==> config.mk <==
export PLATFORM = sky130hd
export DESIGN_NAME = binary_to_packed_bcd_writer_top
export DESIGN_NICKNAME = d
export VERILOG_FILES = /design/src/design/bpbw_pkg.sv /design/src/design/bpbw_dabble.sv /design/src/design/binary_to_packed_bcd_writer_top.sv
export SDC_FILE = /design/constraint.sdc
export NUM_CORES = 1
export LEC_CHECK = 0
export ABC_AREA = 1
export BUFFER_PORTS_ARGS = -buffer_cell sky130_fd_sc_hd__buf_4
export CORE_AREA = 2 2 122 124
export CTS_CLUSTER_DIAMETER = 30
export CTS_CLUSTER_SIZE = 40
export DETAILED_ROUTE_END_ITERATION = 7
export DIE_AREA = 0 0 124 126
export PLACE_DENSITY = 0.89
export RECOVER_POWER = 50
export SLEW_MARGIN = 0
export SYNTH_ARGS = -nofsm -noshare
export SYNTH_HDL_FRONTEND = slang
export SYNTH_SLANG_ARGS = --single-unit
==> constraint.sdc <==
create_clock -name clk -period 8.8 [get_ports clk]
set_input_delay 0 -clock clk [delete_from_list [all_inputs] [get_ports clk]]
set_output_delay 0 -clock clk [all_outputs]
set_load 0.03 [all_outputs]
==> src/design/bpbw_pkg.sv <==
// ----------------------------------------------------------------------------
// bpbw_pkg
// Shared types and constants for the binary to packed BCD writer.
// ----------------------------------------------------------------------------
package bpbw_pkg;

	localparam int VALUE_W       = 64;
	localparam int NUM_BYTES_W   = 4;
	localparam int BYTE_W        = 8;
	localparam int DIGIT_W       = 4;
	localparam int RESULT_LIMIT  = 8;
	localparam int MAX_BYTES_DEF = 8;
	localparam int STEP_W        = $clog2(VALUE_W);

	// A BCD digit at or above this value gets the add-three correction.
	localparam logic [DIGIT_W-1:0] DIGIT_ADJ_MIN = 4'd5;
	localparam logic [DIGIT_W-1:0] DIGIT_ADJ     = 4'd3;

	typedef struct packed {
		logic [VALUE_W-1:0]     value;
		logic [NUM_BYTES_W-1:0] num_bytes;
		logic                   msb_first;
	} item_t;

	typedef struct packed {
		logic [BYTE_W-1:0] digits;
		logic              last;
	} res_t;

	typedef struct packed {
		logic start;
	} dab_ctl_t;

	typedef struct packed {
		logic busy;
		logic done;
	} dab_stat_t;

endpackage

==> src/design/bpbw_dabble.sv <==
// ----------------------------------------------------------------------------
// bpbw_dabble
// Shift-and-add-three converter: one binary bit enters the BCD register per
// cycle, with all digits corrected in parallel before each shift.
// ----------------------------------------------------------------------------
module bpbw_dabble
	import bpbw_pkg::*;
#(
	parameter int MAX_BYTES = MAX_BYTES_DEF
) (
	input  logic                                   clk,
	input  logic                                   arst_n,
	input  dab_ctl_t                               ctl,
	input  logic [VALUE_W-1:0]                     value,
	output dab_stat_t                              stat,
	output logic [((MAX_BYTES < RESULT_LIMIT) ? MAX_BYTES : RESULT_LIMIT)-1:0]
	             [BYTE_W-1:0]                      bcd
);

	localparam int NBYTES = (MAX_BYTES < RESULT_LIMIT) ? MAX_BYTES : RESULT_LIMIT;
	localparam int NDIG   = 2 * NBYTES;
	localparam int BCD_W  = NDIG * DIGIT_W;

	logic [VALUE_W-1:0] bin_q;
	logic [BCD_W-1:0]   bcd_q;
	logic [STEP_W-1:0]  step_q;
	logic               busy_q;
	logic               done_q;
	logic [BCD_W-1:0]   adj;

	// Digits above the kept ones fall off the top, which leaves the value
	// modulo a power of ten.
	always_comb begin
		for (int d = 0; d < NDIG; d++) begin
			if (bcd_q[d*DIGIT_W +: DIGIT_W] >= DIGIT_ADJ_MIN) begin
				adj[d*DIGIT_W +: DIGIT_W] = bcd_q[d*DIGIT_W +: DIGIT_W] + DIGIT_ADJ;
			end else begin
				adj[d*DIGIT_W +: DIGIT_W] = bcd_q[d*DIGIT_W +: DIGIT_W];
			end
		end
	end

	always_ff @(posedge clk or negedge arst_n) begin
		if (!arst_n) begin
			busy_q <= 1'b0;
			done_q <= 1'b0;
			step_q <= '0;
		end else begin
			done_q <= 1'b0;
			if (busy_q) begin
				step_q <= step_q - STEP_W'(1);
				if (step_q == '0) begin
					busy_q <= 1'b0;
					done_q <= 1'b1;
				end
			end else if (ctl.start) begin
				busy_q <= 1'b1;
				step_q <= STEP_W'(VALUE_W - 1);
			end
		end
	end

	always_ff @(posedge clk) begin
		if (busy_q) begin
			bcd_q <= {adj[BCD_W-2:0], bin_q[VALUE_W-1]};
			bin_q <= {bin_q[VALUE_W-2:0], 1'b0};
		end else if (ctl.start) begin
			bcd_q <= '0;
			bin_q <= value;
		end
	end

	assign stat.busy = busy_q;
	assign stat.done = done_q;
	assign bcd       = bcd_q;

endmodule

==> src/design/binary_to_packed_bcd_writer_top.sv <==
// ----------------------------------------------------------------------------
// binary_to_packed_bcd_writer_top
// Converts a 64-bit unsigned value to packed BCD and sends the bytes one per
// transfer in the requested byte order.
// ----------------------------------------------------------------------------
// One input transfer carries a value, a byte count and a byte-order flag. The
// byte count is limited to MAX_BYTES and to eight; a count of zero produces no
// output. The value is converted by a shift-and-add-three unit that takes one
// binary bit per cycle, after which the unit's done flag hands over to the
// output side. The bytes then leave at one per cycle when the output is not
// stalled. Each byte holds the tens digit in the high nibble and the units
// digit in the low nibble; the least significant digit pair comes first in
// little-endian order and last in big-endian order, and the final byte of
// each item is marked with last. Digits that do not fit in the byte count are
// dropped, so the output is the value modulo 100^N for a byte count of N. The
// input is stalled while a conversion or its byte emission is in progress;
// the last byte sits in an output register, so the next item is taken while
// that byte still waits to be transferred.
// ----------------------------------------------------------------------------
module binary_to_packed_bcd_writer_top
	import bpbw_pkg::*;
#(
	parameter int MAX_BYTES = MAX_BYTES_DEF
) (
	input  logic  clk,
	input  logic  arst_n,
	input  logic  item_valid,
	output logic  item_stall,
	input  item_t item,
	output logic  res_valid,
	input  logic  res_stall,
	output res_t  res
);

	// Bytes the hardware can produce, and widths of the byte counters.
	localparam int NBYTES = (MAX_BYTES < RESULT_LIMIT) ? MAX_BYTES : RESULT_LIMIT;
	localparam int CNT_W  = $clog2(NBYTES + 1);
	localparam int IDX_W  = (NBYTES > 1) ? $clog2(NBYTES) : 1;

	typedef enum logic [2:0] {
		ST_IDLE = 3'b001,
		ST_CONV = 3'b010,
		ST_EMIT = 3'b100
	} state_t;

	state_t                         state_q;
	logic [CNT_W-1:0]               count_q;
	logic                           big_q;
	logic [IDX_W-1:0]               idx_q;
	logic                           res_valid_q;
	res_t                           res_q;

	logic                           accept;
	logic [CNT_W-1:0]               count_in;
	logic                           load;
	logic [CNT_W-1:0]               src_full;
	logic [IDX_W-1:0]               src;
	logic                           is_last;
	dab_ctl_t                       dab_ctl;
	dab_stat_t                      dab_stat;
	logic [NBYTES-1:0][BYTE_W-1:0]  bcd;

	// The input side is open only between items.
	assign item_stall = (state_q != ST_IDLE);
	assign accept     = item_valid && !item_stall;

	// Byte counts beyond what the hardware keeps saturate.
	always_comb begin
		if (item.num_bytes > NUM_BYTES_W'(NBYTES)) begin
			count_in = CNT_W'(NBYTES);
		end else begin
			count_in = item.num_bytes[CNT_W-1:0];
		end
	end

	// A zero byte count is accepted and dropped without starting the unit.
	assign dab_ctl.start = accept && (count_in != '0);

	bpbw_dabble #(
		.MAX_BYTES (MAX_BYTES)
	) u_dabble (
		.clk    (clk),
		.arst_n (arst_n),
		.ctl    (dab_ctl),
		.value  (item.value),
		.stat   (dab_stat),
		.bcd    (bcd)
	);

	// Digit pair zero is the least significant; big-endian order walks the
	// pairs from the top down.
	always_comb begin
		if (big_q) begin
			src_full = count_q - CNT_W'(1) - CNT_W'(idx_q);
		end else begin
			src_full = CNT_W'(idx_q);
		end
	end
	assign src     = src_full[IDX_W-1:0];
	assign is_last = (CNT_W'(idx_q) == (count_q - CNT_W'(1)));

	// During emission, a new byte moves into the output register whenever it is
	// empty or being transferred in this cycle.
	assign load = (state_q == ST_EMIT) && (!res_valid_q || !res_stall);

	always_ff @(posedge clk or negedge arst_n) begin
		if (!arst_n) begin
			state_q     <= ST_IDLE;
			res_valid_q <= 1'b0;
			idx_q       <= '0;
		end else begin
			if (load) begin
				res_valid_q <= 1'b1;
			end else if (!res_stall) begin
				res_valid_q <= 1'b0;
			end

			unique case (state_q)
				ST_IDLE: begin
					if (dab_ctl.start) begin
						state_q <= ST_CONV;
					end
				end
				ST_CONV: begin
					if (dab_stat.done) begin
						state_q <= ST_EMIT;
						idx_q   <= '0;
					end
				end
				ST_EMIT: begin
					if (load) begin
						idx_q <= idx_q + IDX_W'(1);
						if (is_last) begin
							state_q <= ST_IDLE;
						end
					end
				end
				default: begin
					state_q <= ST_IDLE;
				end
			endcase
		end
	end

	always_ff @(posedge clk) begin
		if (accept) begin
			count_q <= count_in;
			big_q   <= item.msb_first;
		end
		if (load) begin
			res_q.digits <= bcd[src];
			res_q.last   <= is_last;
		end
	end

	assign res_valid = res_valid_q;
	assign res       = res_q;

endmodule

# Yosys cells after proc, flatten, opt, wreduce, memory -nomap -nowiden
# Index checks and enable logic that the tools add are counted.
# totals
in_bits	73
reg_bits	157
# classes
addsub	20
reduce_logical	13
mux	41
n_eq_ne	10
order_cmp	18
# ops
operator	count
$mux W64	4
$ge A4 B3 Y1 const B	16
$mux W4	16
$add A4 B2 Y4 const B	15
$bmux W8 S3	1
$mux W3	8
$mux W6	2
$pmux W3 S3	1
$mux W8	1
$mux W1	7
$logic_not A6 Y1	1
$ne A2 B2 Y1 const B	3
$pmux W3 S2	1
$sub A6 B1 Y6 const B	1
$eq A3 B4 Y1	1
$gt A4 B4 Y1 const B	1
$lt A3 B4 Y1 const B	1
$ne A2 B1 Y1 const B	2
$reduce_and A4 Y1	1
$reduce_bool A2 Y1	2
$reduce_bool A4 Y1	1
$sub A4 B1 Y4 const B	1
$add A3 B1 Y3 const B	1
$add A3 B2 Y3 const B	1
other kinds (9)	13

# Longest topological paths before layout
# depth
depth_word	6
mapped_depth	12
ltp_nobuf	12

# By module
# Synthesis repeated with hierarchy kept, for this count alone.
# hier_totals
hier_cells	979
hier_area_um2	8983.6
# modules_own_cells
mod	cells_per_inst	n_inst	area_each_um2	seq_area_each_um2
bpbw_dabble	726	1	7139.3	4033.9
binary_to_packed_bcd_writer_top	253	1	1844.3	596.8

# Worst setup path before layout
# OpenSTA, ideal clock, no wires.
# synth_timing
path_kind	reg-to-reg
start	register state_q[0]
end	register u_dabble.step_q[1]
t_required_ns	8.704
slack_ns	4.280
arrival_time_ns	4.424
stages_incl_launch_ff	7
synth_period_minus_slack_ns	4.520
cell_sequence	dfstp_2 nand3_2 nor2_1 nand2_2 nand2_1 inv_1 a22oi_1
# synth_between
elab_chain_cells	5
# synth_rtl
element	line_no	source
start, declared	binary_to_packed_bcd_writer_top.sv:46	state_t state_q;
start signal, assigned	binary_to_packed_bcd_writer_top.sv:108	state_q <= ST_IDLE;
start signal, assigned	binary_to_packed_bcd_writer_top.sv:121	state_q <= ST_CONV;
start signal, assigned	binary_to_packed_bcd_writer_top.sv:126	state_q <= ST_EMIT;
$ne A3 B1 Y1	binary_to_packed_bcd_writer_top.sv:64	assign item_stall = (state_q != ST_IDLE);
named net item_stall	binary_to_packed_bcd_writer_top.sv:28	output logic item_stall,
$logic_not A1 Y1	binary_to_packed_bcd_writer_top.sv:65	assign accept = item_valid && !item_stall;
$logic_and A1 B1 Y1	binary_to_packed_bcd_writer_top.sv:65	
named net accept	binary_to_packed_bcd_writer_top.sv:53	logic accept;
$logic_and A1 B1 Y1	binary_to_packed_bcd_writer_top.sv:77	assign dab_ctl.start = accept && (count_in != '0);
$reduce_bool A2 Y1 (no source line)	n/a	
end signal, assigned	bpbw_dabble.sv:51	step_q <= step_q - STEP_W'(1);
end signal, assigned	bpbw_dabble.sv:58	step_q <= STEP_W'(VALUE_W - 1);
end, declared	bpbw_dabble.sv:26	logic [STEP_W-1:0] step_q;
# The timed path passes the listed nets, and every way through them passes these cells.
# A chain may end at the register's enable or synchronous reset.

# Worst setup path in the final report
# layout_timing
start	register u_dabble.busy_q
end	register u_dabble.step_q[1]
# layout_between
elab_chain_cells	1
elab_cells_between_ends	2
cone_classes	1 x mux; 1 x reduce/logical
# layout_rtl
element	line_no	source
start, declared	bpbw_dabble.sv:27	logic busy_q;
start signal, assigned	bpbw_dabble.sv:45	busy_q <= 1'b0;
start signal, assigned	bpbw_dabble.sv:53	busy_q <= 1'b0;
start signal, assigned	bpbw_dabble.sv:57	busy_q <= 1'b1;
$mux W6 / $reduce_bool A2 Y1 (equally long branches)	n/a	
# Parallel ways exist; a longest one is shown, timed or not.

==> reports/results.tsv <==
stage	metric	value	unit
status	status	finished with violations	
status	failing checks	max-capacitance violations, max-slew violations	
synth	Cells after Synth	935	
finish	most frequent cells in the layout	nand2_1 (248), edfxtp_1 (141), inv_1 (102), nand3_1 (93), o21ai_0 (80)	
worst_setup_path	R2R cell count	5	
power_and_ir_drop	Sequential Power Share	0.509	
min_path	Worst Hold Class	input port to flop	
synth	sequential fraction of the synthesis area	0.546	
power_and_ir_drop	Peak VDD IR	0.130	mV
worst_setup_path	reg2reg end	u_dabble.step_q[1]	
min_path	Worst Hold End	count_q[0]	
clock_network	clk slew on worst S/H paths	70	ps
worst_setup_path	CP Capture Type	flop	
finish	Seq. cell area	4630	um2
route	DRC errors left	0	
sta	measured slew at the worst slew-check pin	3680	ps
global_route	initial antenna violation count	0	
global_route	global route total overflow	0	
power_and_ir_drop	Int Pwr	1.22	mW
finish	multi-input logic area	3230	um2
worst_setup_path	Worst EP arrival	5090	ps
job	maxcap violations	4	
worst_setup_path	Worst setup SP type	flop	
worst_setup_path	Crit path largest cell delay	1640	ps
worst_setup_path	Req. time, crit path	9120	ps
finish	Final Instance Area	10400	um2
clock_network	CTS Buffer Depth	2	
floorplan	num ports	84	
finish	final net count	1187	
sta	Fin Hold WS	16.2	ps
sta	unrepaired setup endpoints after global routing	false	
clock_network	clock buffer count from CTS	17	
clock_network	quantity of gates resized following cts	0	
clock_network	CTS tree	yes	
finish	commonest non-fill, non-tap cell in the layout	nand2_1	
sta	Fmax achieved	210	MHz
sta	Tcrit/Tclk final	0.542	
finish	# diodes	0	
min_path	hold_sp	item_valid	
power_and_ir_drop	Sw Ratio	0.222	
sta	Final min period	4770	ps
route	antenna-violating nets left	0	
global_route	largest net degree at the start of global routing	80	
clock_network	worst skew pair latency	440	ps
worst_setup_path	Crit Path Max Fanout	77	
min_path	hold depth	3	
placed_design	placed cell area	9150	um2
placed_design	Port Buffers	83	
route	drt first pass iters	7	
power_and_ir_drop	Pwr per Cell Area	152	nW/um2
worst_setup_path	Slowest-stage cell, CP	nand2_1	
sta	setup TNS	0	ps
route	drt via density	5.59	
worst_setup_path	worst reg2reg path startpoint	u_dabble.busy_q	
finish	Filler cells	925	
sta	Worst slew margin	-1.46	
global_route	GR Util All Layers	0.274	
power_and_ir_drop	Clock Power Share	0.455	
sta	Finish-stage setup viols	0	
synth	YS warnings	0	
floorplan	Die Y	126	um
finish	share of cells above drive strength 1	0.0992	
floorplan	Die ar.	15600	um2
floorplan	Initial Utilization	0.593	
floorplan	core area	14300	um2
clock_network	# H-tree levels	4	
synth	FF+latch count, synth	157	
placed_design	post-DP HPWL	11.1	mm
floorplan	row count	44	
sta	skew final	10.0	ps
power_and_ir_drop	combinational share of power	0.036	
clock_network	Root Driver	clkbuf_16	
power_and_ir_drop	Sw Pwr	0.350	mW
power_and_ir_drop	Power, Total	1.57	mW
worst_setup_path	most frequent CP cell	inv_1	
worst_setup_path	CP Class	flop to flop	
route	Wirelength per Cell	15.9	um
global_route	vias in the first global route	6984	
worst_setup_path	r2r setup slk	4030	ps
floorplan	Die Width	124	um
sta	endpoints failing hold	0	
route	final wirelength	20.2	mm
synth	number of library cell types mapped by synthesis	33	
global_route	first-pass GRT wire length	33.4	mm
route	vias after detailed routing	7113	
clock_network	CTS sink cnt	157	
worst_setup_path	CP cell instances	inv_1, nand2_1, buf_4, inv_1, a22oi_1	
sta	max-slew violations	258	
placed_design	GPL Wtd Cong	0.803	
power_and_ir_drop	leakage power	4.89	nW
finish	area grow syn2layout	22.0	%
synth	Syn Nets	1046	
clock_network	# Post-CTS Setup Buffers	0	
synth	Post-Syn Area	8490	um2
synth	synthesized area per cell	9.08	um2
route	initial drt markers	725	
==> critical path: cells and delay by family, from the launching register on <==
kind	cells	cell delay (ps)
AND/OR/NAND/NOR	1	1640
flip-flops	1	1480
buffers and inverters	3	1310
AO/OA/AOI/OAI	1	190
==> flip-flops by register name (all words and copies together), names as in the netlist, 3 cells and up <==
name	count
idx_q	3
u_dabble.bcd	64
u_dabble.step_q	6
state_q	3
count_q	4
res	9
u_dabble.bin_q	64
==> synth_stat cells <==
cell type,n,area [um2]
nand2_1,247,927
edfxtp_1,141,4230
inv_1,101,379
nand3_1,92,460
o21ai_0,80,400
nor2_1,66,248
a21oi_1,62,310
ha_1,37,463
o211ai_1,16,120
xor2_1,15,131
dfrtp_1,14,350
clkbuf_1,12,45.0
buf_6,11,124
buf_2,10,50.1
o21ai_1,4,20.0
inv_2,3,11.3
nor3_1,3,15.0
a211oi_1,2,15.0
buf_1,2,7.51
nand2_2,2,12.5
nand3b_1,2,15.0
nand4_1,2,12.5
a22oi_1,1,7.51
buf_4,1,7.51
clkbuf_2,1,5.00
dfstp_2,1,26.3
dfxtp_1,1,20.0
fa_1,1,20.0
nand3_2,1,10.0
o21ai_2,1,8.76
o21ai_4,1,16.3
o21bai_1,1,7.51
or2_2,1,6.26
==> per-layer routing <==
| layer | GRT usage | routed length (um) |
|---|---|---|
| met1 | 0.357 | 8060 |
| met2 | 0.453 | 10200 |
| met3 | 0.0589 | 1540 |
| met4 | 0.0952 | 442 |
| met5 | 0 | 0 |
==> how the worst max path moves through the flow <==
stage | start | slack (ps) | end | depth (start not counted)
floorplan | state_q[0] | 4280 | u_dabble.step_q[1] | 6
global placement | state_q[0] | 5790 | u_dabble.bcd[58] | 5
detailed placement | state_q[0] | 5710 | u_dabble.step_q[1] | 7
CTS | state_q[0] | 5700 | u_dabble.step_q[1] | 7
global route | u_dabble.busy_q | 3550 | u_dabble.step_q[1] | 5
finish | u_dabble.busy_q | 4030 | u_dabble.step_q[1] | 5
==> logic make-up after synthesis <==
family / count (synthesis) / synth area share
flops: 157 / 0.546
compound gates: 168 / 0.107
xor+xnor: 15 / 0.0155
simple gates: 416 / 0.201
fa+ha+maj: 38 / 0.0569
buf+inv: 141 / 0.0742
==> area by class of cell <==
type                       count  share of cell area
timing repair buffer         159               0.127
clock inverter                13              0.0117
sequential                   157               0.447
inverter                     104              0.0377
tap                          184              0.0222
clock buffer                  19              0.0428
multi-input combinational    637               0.312
==> power by group through the flow <==
stage	clock network (mW)	logic (mW)	registers [mW]
2_1_floorplan	0	0.00123	0.817
3_3_place_gp	0	0.0279	0.817
3_5_place_dp	0	0.0282	0.817
4_1_cts	0.718	0.0535	0.801
5_1_grt	0.747	0.0596	0.801
6_report	0.715	0.0567	0.801
==> stage by stage <==
stage | util | std cells | setup WS [ps]
2_1_floorplan | - | 935 | 4280
3_3_place_gp | 0.639 | 1169 | 5790
3_5_place_dp | 0.639 | 1169 | 5710
4_1_cts | 0.729 | 1273 | 5700
5_1_grt | 0.724 | 1273 | 3550
6_report | 0.724 | 1273 | 4030
==> what timing repair did <==
action                     CTS  global route
hold buffers                72             0
setup endpoints to repair    0             0
hold endpoints to repair    87             0
Power figures use the tool's default switching activity.
